[config.mk]
export PLATFORM = sky130hd
export DESIGN_NAME = three_layer_blend_mode_compositor
export DESIGN_NICKNAME = d
export VERILOG_FILES = /design/src/rtl/core/tlbc_pkg.sv /design/src/rtl/core/three_layer_blend_mode_compositor.sv /design/src/rtl/core/tlbc_layer.sv /design/src/rtl/core/tlbc_lane.sv
export SDC_FILE = /design/constraint.sdc
export NUM_CORES = 2
export LEC_CHECK = 0
export ABC_AREA = 1
export BUFFER_PORTS_ARGS = -buffer_cell sky130_fd_sc_hd__buf_2
export CELL_PAD_IN_SITES_DETAIL_PLACEMENT = 0
export CELL_PAD_IN_SITES_GLOBAL_PLACEMENT = 1
export CORE_UTILIZATION = 45
export CTS_BUF_LIST = sky130_fd_sc_hd__clkbuf_16
export CTS_CLUSTER_SIZE = 30
export DETAILED_ROUTE_END_ITERATION = 16
export GPL_TIMING_DRIVEN = 0
export PLACE_DENSITY = 0.8
export SYNTH_ARGS = -nofsm -noshare
export SYNTH_HDL_FRONTEND = slang
export SYNTH_SLANG_ARGS = --single-unit
[constraint.sdc]
create_clock -name clk -period 12.1 [get_ports clk]
set_clock_uncertainty 0.15 [all_clocks]
set_input_delay 1.815 -clock clk [delete_from_list [all_inputs] [get_ports clk]]
set_output_delay 1.815 -clock clk [all_outputs]
set_load 0.005 [all_outputs]
[src/rtl/core/tlbc_pkg.sv]
`default_nettype none

package tlbc_pkg;

    localparam int unsigned LAYERS   = 3;
    localparam int unsigned CHANNELS = 3;
    localparam int unsigned CH_W     = 8;
    localparam int unsigned OP_W     = 9;
    localparam int unsigned BG_W     = 24;
    localparam int unsigned IDX_W    = 3;

    // Pipeline depth from input to strobe: two stages per layer plus the output register.
    localparam int unsigned LATENCY  = 2 * LAYERS + 1;

    localparam logic [OP_W-1:0] FULL_OPACITY = 9'd256;
    localparam logic [BG_W-1:0] BG_RESET     = 24'hffffff;

    typedef enum logic [2:0] {
        MODE_NORMAL     = 3'd0,
        MODE_DARKEN     = 3'd1,
        MODE_LIGHTEN    = 3'd2,
        MODE_DIFFERENCE = 3'd3,
        MODE_MULTIPLY   = 3'd4
    } mode_t;

    typedef enum logic [IDX_W-1:0] {
        REG_BACKGROUND    = 3'd0,
        REG_MODE_ONE      = 3'd1,
        REG_MODE_TWO      = 3'd2,
        REG_MODE_THREE    = 3'd3,
        REG_OPACITY_ONE   = 3'd4,
        REG_OPACITY_TWO   = 3'd5,
        REG_OPACITY_THREE = 3'd6
    } reg_index_t;

    typedef struct packed {
        mode_t            mode;
        logic [OP_W-1:0]  opacity;
    } layer_cfg_t;

    typedef struct packed {
        logic [CH_W-1:0] one_red;
        logic [CH_W-1:0] one_green;
        logic [CH_W-1:0] one_blue;
        logic [CH_W-1:0] two_red;
        logic [CH_W-1:0] two_green;
        logic [CH_W-1:0] two_blue;
        logic [CH_W-1:0] three_red;
        logic [CH_W-1:0] three_green;
        logic [CH_W-1:0] three_blue;
    } pixel_t;

    typedef struct packed {
        logic [CH_W-1:0] out_red;
        logic [CH_W-1:0] out_green;
        logic [CH_W-1:0] out_blue;
    } result_t;

endpackage

`default_nettype wire

[src/rtl/core/three_layer_blend_mode_compositor.sv]
`default_nettype none

// Three-layer blend-mode compositor. Each pixel transaction carries the
// three layer pixels; the block composites them in order over the
// background colour and returns one result per transaction. A new pixel
// may be started on every clock: busy is held low, so start alone marks a
// transaction. The result sits on result for exactly one cycle with done
// high, after passing through two stages per layer and the output register.
// The receiver cannot stall, so there is no back-pressure anywhere in the pipe.
// Configuration registers are written through wr_en/wr_index/wr_data and
// must only change while no pixel is in flight; opacities whose low nine
// bits exceed 256 are clipped to 256 on write, unused mode codes act as
// normal, and writes to index 7 are dropped.
module three_layer_blend_mode_compositor (
    input  wire logic                          clk,
    input  wire logic                          rst_n,

    // pixel transactions
    input  wire logic                          start,
    output logic                               busy,
    input  wire tlbc_pkg::pixel_t              pixel,

    // results
    output logic                               done,
    output tlbc_pkg::result_t                  result,

    // configuration writes
    input  wire logic                          wr_en,
    input  wire logic [tlbc_pkg::IDX_W-1:0]    wr_index,
    input  wire logic [tlbc_pkg::BG_W-1:0]     wr_data
);

    // ------------------------------------------------------------------
    // Configuration registers
    // ------------------------------------------------------------------
    logic [tlbc_pkg::BG_W-1:0]                     bg_reg;
    tlbc_pkg::layer_cfg_t [tlbc_pkg::LAYERS-1:0]   layer_reg;
    logic [tlbc_pkg::OP_W-1:0]                     opacity_sat;

    // Clip to fully opaque on the way in, so the datapath never sees > 256.
    assign opacity_sat = (wr_data[tlbc_pkg::OP_W-1:0] > tlbc_pkg::FULL_OPACITY)
                       ? tlbc_pkg::FULL_OPACITY
                       : wr_data[tlbc_pkg::OP_W-1:0];

    always_ff @(posedge clk or negedge rst_n)
    begin
        if (!rst_n)
        begin
            bg_reg <= tlbc_pkg::BG_RESET;
            for (int l = 0; l < tlbc_pkg::LAYERS; l++)
            begin
                layer_reg[l].mode    <= tlbc_pkg::MODE_NORMAL;
                layer_reg[l].opacity <= '0;
            end
        end
        else if (wr_en)
        begin
            case (tlbc_pkg::reg_index_t'(wr_index))
                tlbc_pkg::REG_BACKGROUND:    bg_reg <= wr_data;
                tlbc_pkg::REG_MODE_ONE:
                    layer_reg[0].mode <= tlbc_pkg::mode_t'(wr_data[2:0]);
                tlbc_pkg::REG_MODE_TWO:
                    layer_reg[1].mode <= tlbc_pkg::mode_t'(wr_data[2:0]);
                tlbc_pkg::REG_MODE_THREE:
                    layer_reg[2].mode <= tlbc_pkg::mode_t'(wr_data[2:0]);
                tlbc_pkg::REG_OPACITY_ONE:   layer_reg[0].opacity <= opacity_sat;
                tlbc_pkg::REG_OPACITY_TWO:   layer_reg[1].opacity <= opacity_sat;
                tlbc_pkg::REG_OPACITY_THREE: layer_reg[2].opacity <= opacity_sat;
                default: ;   // index beyond the register list: ignored
            endcase
        end
    end

    // ------------------------------------------------------------------
    // Lanes: one per colour channel, index 2 red .. 0 blue
    // ------------------------------------------------------------------
    logic [tlbc_pkg::CHANNELS-1:0][tlbc_pkg::LAYERS-1:0][tlbc_pkg::CH_W-1:0] lane_src;
    logic [tlbc_pkg::CHANNELS-1:0][tlbc_pkg::CH_W-1:0]                       lane_out;

    assign lane_src[2] = {pixel.three_red,   pixel.two_red,   pixel.one_red};
    assign lane_src[1] = {pixel.three_green, pixel.two_green, pixel.one_green};
    assign lane_src[0] = {pixel.three_blue,  pixel.two_blue,  pixel.one_blue};

    for (genvar c = 0; c < tlbc_pkg::CHANNELS; c++)
    begin : g_lane
        tlbc_lane u_lane (
            .clk   (clk),
            .cfg   (layer_reg),
            .bg    (bg_reg[c*tlbc_pkg::CH_W +: tlbc_pkg::CH_W]),
            .src   (lane_src[c]),
            .value (lane_out[c])
        );
    end

    // ------------------------------------------------------------------
    // Valid tracking alongside the lanes
    // ------------------------------------------------------------------
    logic [tlbc_pkg::LATENCY-2:0] valid_reg;
    logic                         done_reg;

    always_ff @(posedge clk or negedge rst_n)
    begin
        if (!rst_n)
        begin
            valid_reg <= '0;
            done_reg  <= 1'b0;
        end
        else
        begin
            valid_reg <= {valid_reg[tlbc_pkg::LATENCY-3:0], start};
            done_reg  <= valid_reg[tlbc_pkg::LATENCY-2];
        end
    end

    // ------------------------------------------------------------------
    // Merge: gather the lane results into the output register
    // ------------------------------------------------------------------
    tlbc_pkg::result_t result_reg;

    always_ff @(posedge clk)
    begin
        result_reg.out_red   <= lane_out[2];
        result_reg.out_green <= lane_out[1];
        result_reg.out_blue  <= lane_out[0];
    end

    assign busy   = 1'b0;   // fully pipelined, never refuses a pixel
    assign done   = done_reg;
    assign result = result_reg;

endmodule

`default_nettype wire

[src/rtl/core/tlbc_layer.sv]
`default_nettype none

// One layer of one channel: blend stage, then opacity mix stage.
module tlbc_layer (
    input  wire logic                          clk,
    input  wire tlbc_pkg::layer_cfg_t          cfg,
    input  wire logic [tlbc_pkg::CH_W-1:0]     base,
    input  wire logic [tlbc_pkg::CH_W-1:0]     src,
    output logic      [tlbc_pkg::CH_W-1:0]     mixed
);

    logic [2*tlbc_pkg::CH_W-1:0] prod;
    logic [tlbc_pkg::CH_W-1:0]   blend;
    logic [tlbc_pkg::CH_W-1:0]   blend_reg;
    logic [tlbc_pkg::CH_W-1:0]   base_reg;

    logic signed [tlbc_pkg::CH_W:0]      diff;
    logic signed [tlbc_pkg::OP_W:0]      alpha;
    logic signed [tlbc_pkg::CH_W+tlbc_pkg::OP_W+1:0] scaled;
    logic signed [tlbc_pkg::CH_W+tlbc_pkg::OP_W+2:0] sum;
    logic [tlbc_pkg::CH_W-1:0]   mixed_reg;

    assign prod = (2*tlbc_pkg::CH_W)'(base) * (2*tlbc_pkg::CH_W)'(src);

    always_comb
    begin
        case (cfg.mode)
            tlbc_pkg::MODE_DARKEN:     blend = (base < src) ? base : src;
            tlbc_pkg::MODE_LIGHTEN:    blend = (base > src) ? base : src;
            tlbc_pkg::MODE_DIFFERENCE: blend = (base > src) ? base - src : src - base;
            tlbc_pkg::MODE_MULTIPLY:   blend = prod[2*tlbc_pkg::CH_W-1:tlbc_pkg::CH_W];
            default:                   blend = src;   // normal and unused codes
        endcase
    end

    always_ff @(posedge clk)
    begin
        blend_reg <= blend;
        base_reg  <= base;
    end

    // a*v + (256-a)*b == 256*b + a*(v-b); a single signed multiply.
    assign diff   = $signed({1'b0, blend_reg}) - $signed({1'b0, base_reg});
    assign alpha  = $signed({1'b0, cfg.opacity});
    assign scaled = (tlbc_pkg::CH_W + tlbc_pkg::OP_W + 2)'(alpha)
                  * (tlbc_pkg::CH_W + tlbc_pkg::OP_W + 2)'(diff);
    assign sum    = $signed({4'b0000, base_reg, {tlbc_pkg::CH_W{1'b0}}})
                  + (tlbc_pkg::CH_W + tlbc_pkg::OP_W + 3)'(scaled);

    always_ff @(posedge clk)
    begin
        mixed_reg <= sum[2*tlbc_pkg::CH_W-1:tlbc_pkg::CH_W];
    end

    assign mixed = mixed_reg;

endmodule

`default_nettype wire

[src/rtl/core/tlbc_lane.sv]
`default_nettype none

// One colour channel through all layers, with source pixels delayed to meet
// their layer stage.
module tlbc_lane (
    input  wire logic                                            clk,
    input  wire tlbc_pkg::layer_cfg_t [tlbc_pkg::LAYERS-1:0]     cfg,
    input  wire logic [tlbc_pkg::CH_W-1:0]                       bg,
    input  wire logic [tlbc_pkg::LAYERS-1:0][tlbc_pkg::CH_W-1:0] src,
    output logic      [tlbc_pkg::CH_W-1:0]                       value
);

    logic [tlbc_pkg::LAYERS:0][tlbc_pkg::CH_W-1:0] chain;

    assign chain[0] = bg;

    for (genvar l = 0; l < tlbc_pkg::LAYERS; l++)
    begin : g_layer
        logic [tlbc_pkg::CH_W-1:0] src_at;

        if (l == 0)
        begin : g_direct
            assign src_at = src[l];
        end
        else
        begin : g_delay
            logic [2*l-1:0][tlbc_pkg::CH_W-1:0] dly_reg;

            always_ff @(posedge clk)
            begin
                dly_reg[0] <= src[l];
                for (int i = 1; i < 2*l; i++)
                begin
                    dly_reg[i] <= dly_reg[i-1];
                end
            end

            assign src_at = dly_reg[2*l-1];
        end

        tlbc_layer u_layer (
            .clk   (clk),
            .cfg   (cfg[l]),
            .base  (chain[l]),
            .src   (src_at),
            .mixed (chain[l+1])
        );
    end

    assign value = chain[tlbc_pkg::LAYERS];

endmodule

`default_nettype wire

==> summary.md <==
| Metric | Value |
|---|---|
| Run status | `completed` |
| R2R depth | `27` |
| Crit-path slowest cell | `fa_1` |
| Routed length per instance | `17.1 µm` |
| Final setup viols | `0` |
| Worst setup path category | `reg2reg` |
| Fraction of the yosys area taken by sequential cells | `0.137` |
| Post-synth top area share | `0.248` |
| Post-CTS Hold Buffers | `0` |
| Minimum clock period after layout | `6.51 ns` |
| Mapped cell area | `68400 µm²` |
| CP Launch Type | `flip-flop` |
| Worst-skew pair later-pin latency | `0.67 ns` |
| Boundary Pins | `129` |
| R2r setup slk | `5.59 ns` |
| Post-Synthesis Cells | `9482` |
| Fin Setup TNS | `0 ns` |
| Critical R2R Launch | `g_lane[1].u_lane.g_layer[2].u_layer.blend_reg[0]$_DFF_P_` |
| Unrepaired setup endpoints after global routing | `false` |
| Initial DRT Pass Iterations | `5` |
| Hold Path End | `g_lane[0].u_lane.g_layer[1].src_at[2]$_DFF_P_` |
| Max Slew Vio Count | `0` |
| TritonCTS clock tree | `done` |
| # clock sinks | `451` |
| Layout cell share with drive strength beyond 1 | `0.0439` |
| CP arrival | `6.92 ns` |
| Worst slew pin tran | `1.12 ns` |
| Clk pin slew, worst setup/hold paths | `0.07 ns` |
| Post-CTS sizing | `0` |
| Detailed-route DRC error count | `0` |
| Synth async-reset ratio | `0.149` |
| Die width | `392 µm` |
| Syn nets | `11300` |
| Global-route wire length before repair | `321000 µm` |
| Final hold viol count | `0` |
| Post-synth top flop | `dfxtp_1` |
| Yosys reg bits | `451` |
| Core region area | `150000 µm²` |
| DR vias | `59000` |
| Hold depth | `0` |
| Post-CTS setup buffers | `0` |
| R2r endpoint | `g_lane[1].u_lane.g_layer[2].u_layer.mixed[7]$_DFF_P_` |
| Detailed placer's ending HPWL | `168000 µm` |
| Hold Startpoint | `g_lane[0].u_lane.g_layer[1].g_delay.dly_reg[2]$_DFF_P_` |
| # H-tree levels | `2` |
| Post-DR vias/cell | `5.03` |
| EDFF count, synth | `0` |
| Clk buf depth | `3` |
| Post-synth top area cell | `fa_1` |
| Drt initial violations | `3861` |
| Hold/Removal Path Class | `reg2reg` |
| FP Rows | `142` |
| Initial antenna violation count | `4` |
| Largest net degree at the start of global routing | `48` |
| Total track usage | `0.266` |
| Most frequent CP cell | `inv_1` |
| CTS Buf Count | `59` |
| Synth Area per Inst | `7.21 µm²` |
| Layout area overhead | `7.75%` |
| Fmax | `153 MHz` |
| Final GP Congestion | `0.968` |
| Max cap viols | `0` |
| Final WL | `201000 µm` |
| Initial core utilization | `0.455` |
| Root buffer cell | `clkbuf_16` |
| Req. time, crit path | `12.51 ns` |
| Largest cells by area after synthesis | `fa_1 (25%), ha_1 (16%), nand2_1 (13%), inv_1 (12%), dfxtp_1 (11%)` |
| CP peak stage delay | `0.53 ns` |
| Slew headroom | `0.252` |
| CP Capture Type | `flip-flop` |
| Vias in the first global route | `58900` |
| Worst Path Max Fanout | `6` |
| Die height | `392 µm` |
| Netlist cell types | `57` |
| Remaining antenna violation count | `0` |
| Die Area | `154000 µm²` |
| Max reg flops | `96` |
| Nets | `11500` |
| Yosys warning total | `0` |
| Input/output buffers | `127` |
| Grt total ovfl | `0` |
| Fin crit share | `0.538` |
==> metal layers <==
metal  global-route usage  vias to the layer above  routed length (µm)
li1                     -                    28800                   -
met1                0.364                    28200               91200
met2                0.436                     1649               91600
met3               0.0310                      306               11700
met4               0.0843                        4                6670
met5                    0                        -                  24
==> Yosys cell counts, types with 3 or more instances <==
master / number
buf_2: 65
and2_1: 3
a31o_2: 8
buf_1: 5
nor4_1: 16
o21a_1: 18
nor2_2: 5
xor2_1: 128
or2_2: 9
inv_2: 15
a21boi_0: 4
dfxtp_1: 384
nor2_1: 761
fa_1: 846
nand2_1: 2412
o21ai_1: 26
nand3b_1: 33
o21bai_1: 29
ha_1: 864
nand3_1: 474
xnor2_1: 64
clkinv_1: 10
nand4_2: 5
a31oi_1: 14
dfstp_2: 24
nand4_1: 97
nand2_2: 13
a21o_1: 17
a211oi_1: 4
clkbuf_1: 194
nor2_4: 4
nor3_2: 3
nand2_4: 10
dfrtp_1: 43
buf_6: 16
nor3_1: 30
o22ai_1: 4
o211ai_1: 28
a21oi_1: 334
buf_4: 10
o21ai_0: 230
inv_1: 2205
==> layout by cell type (no fill, tap or decap), drive strengths merged, types with 25 or more instances in the layout <==
cell	instances
nand2	2435
inv	2240
ha	864
fa	846
nor2	770
nand3	474
dfxtp	384
a21oi	336
o21ai	256
clkbuf	256
buf	224
xor2	128
nand4	104
xnor2	64
dfrtp	43
nor3	34
nand3b	33
o21bai	30
o211ai	28
clkinv	25
==> cells by family after synthesis <==
family,Yosys count,synth area share
flip-flops,451,0.137
AND/OR/NAND/NOR,3883,0.233
buffers and inverters,2522,0.142
other,1,0.0000548
AO/OA/AOI/OAI,723,0.0577
XOR/XNOR,192,0.0246
adder cells (fa/ha/maj),1710,0.406
==> layout make-up <==
type                       count  area [µm²]
fill                       15400       76600
multi-input combinational   6509       49300
sequential                   451        9390
inverter                    2231        8380
tap                         2016        2520
clock buffer                  61        1530
buffer                       291        1330
timing repair buffer         128         666
clock inverter                50         586
antenna                        1        2.50
==> critical path: cells and delay by family, from the launching register on <==
family | cells | cell delay [ns]
adder cells (fa/ha/maj) | 8 | 3.32
AO/OA/AOI/OAI | 5 | 0.96
buffers and inverters | 7 | 0.66
AND/OR/NAND/NOR | 6 | 0.56
flip-flops | 1 | 0.38
XOR/XNOR | 1 | 0.38
==> worst max-delay path by stage <==
| stage | slack [ns] | startpoint | cells past startpoint | endpoint |
|---|---|---|---|---|
| after global routing | 5.10 | g_lane[1].u_lane.g_layer[2].u_layer.blend_reg[0]$_DFF_P_ | 27 | g_lane[1].u_lane.g_layer[2].u_layer.mixed[7]$_DFF_P_ |
| after floorplan | 6.56 | pixel[66] | 19 | g_lane[2].u_lane.g_layer[0].u_layer.blend_reg[5]$_DFF_P_ |
| after detailed placement | 5.61 | g_lane[1].u_lane.g_layer[2].u_layer.blend_reg[0]$_DFF_P_ | 26 | g_lane[1].u_lane.g_layer[2].u_layer.mixed[7]$_DFF_P_ |
| after CTS | 5.57 | g_lane[1].u_lane.g_layer[2].u_layer.blend_reg[0]$_DFF_P_ | 26 | g_lane[1].u_lane.g_layer[2].u_layer.mixed[7]$_DFF_P_ |
| final | 5.59 | g_lane[1].u_lane.g_layer[2].u_layer.blend_reg[0]$_DFF_P_ | 27 | g_lane[1].u_lane.g_layer[2].u_layer.mixed[7]$_DFF_P_ |
| after global placement | 5.63 | g_lane[1].u_lane.g_layer[2].u_layer.blend_reg[0]$_DFF_P_ | 26 | g_lane[1].u_lane.g_layer[2].u_layer.mixed[7]$_DFF_P_ |
==> per-stage QoR <==
| step | setup slack (ns) | std cells | hold slack [ns] | cell area [µm²] | util |
|---|---|---|---|---|---|
| 2_1_floorplan | 6.56 | 9482 | 0.160 | 68400 | - |
| 3_3_place_gp | 5.63 | 11600 | 0.162 | 71600 | 0.476 |
| 3_5_place_dp | 5.61 | 11600 | 0.162 | 71600 | 0.476 |
| 4_1_cts | 5.57 | 11700 | 0.168 | 73700 | 0.490 |
| 5_1_grt | 5.10 | 11700 | 0.174 | 73700 | 0.490 |
| 6_report | 5.59 | 11700 | 0.163 | 73700 | 0.490 |
Power is not shown: default switching activity piles up to over one toggle a cycle in this logic, so the estimate is an artifact.
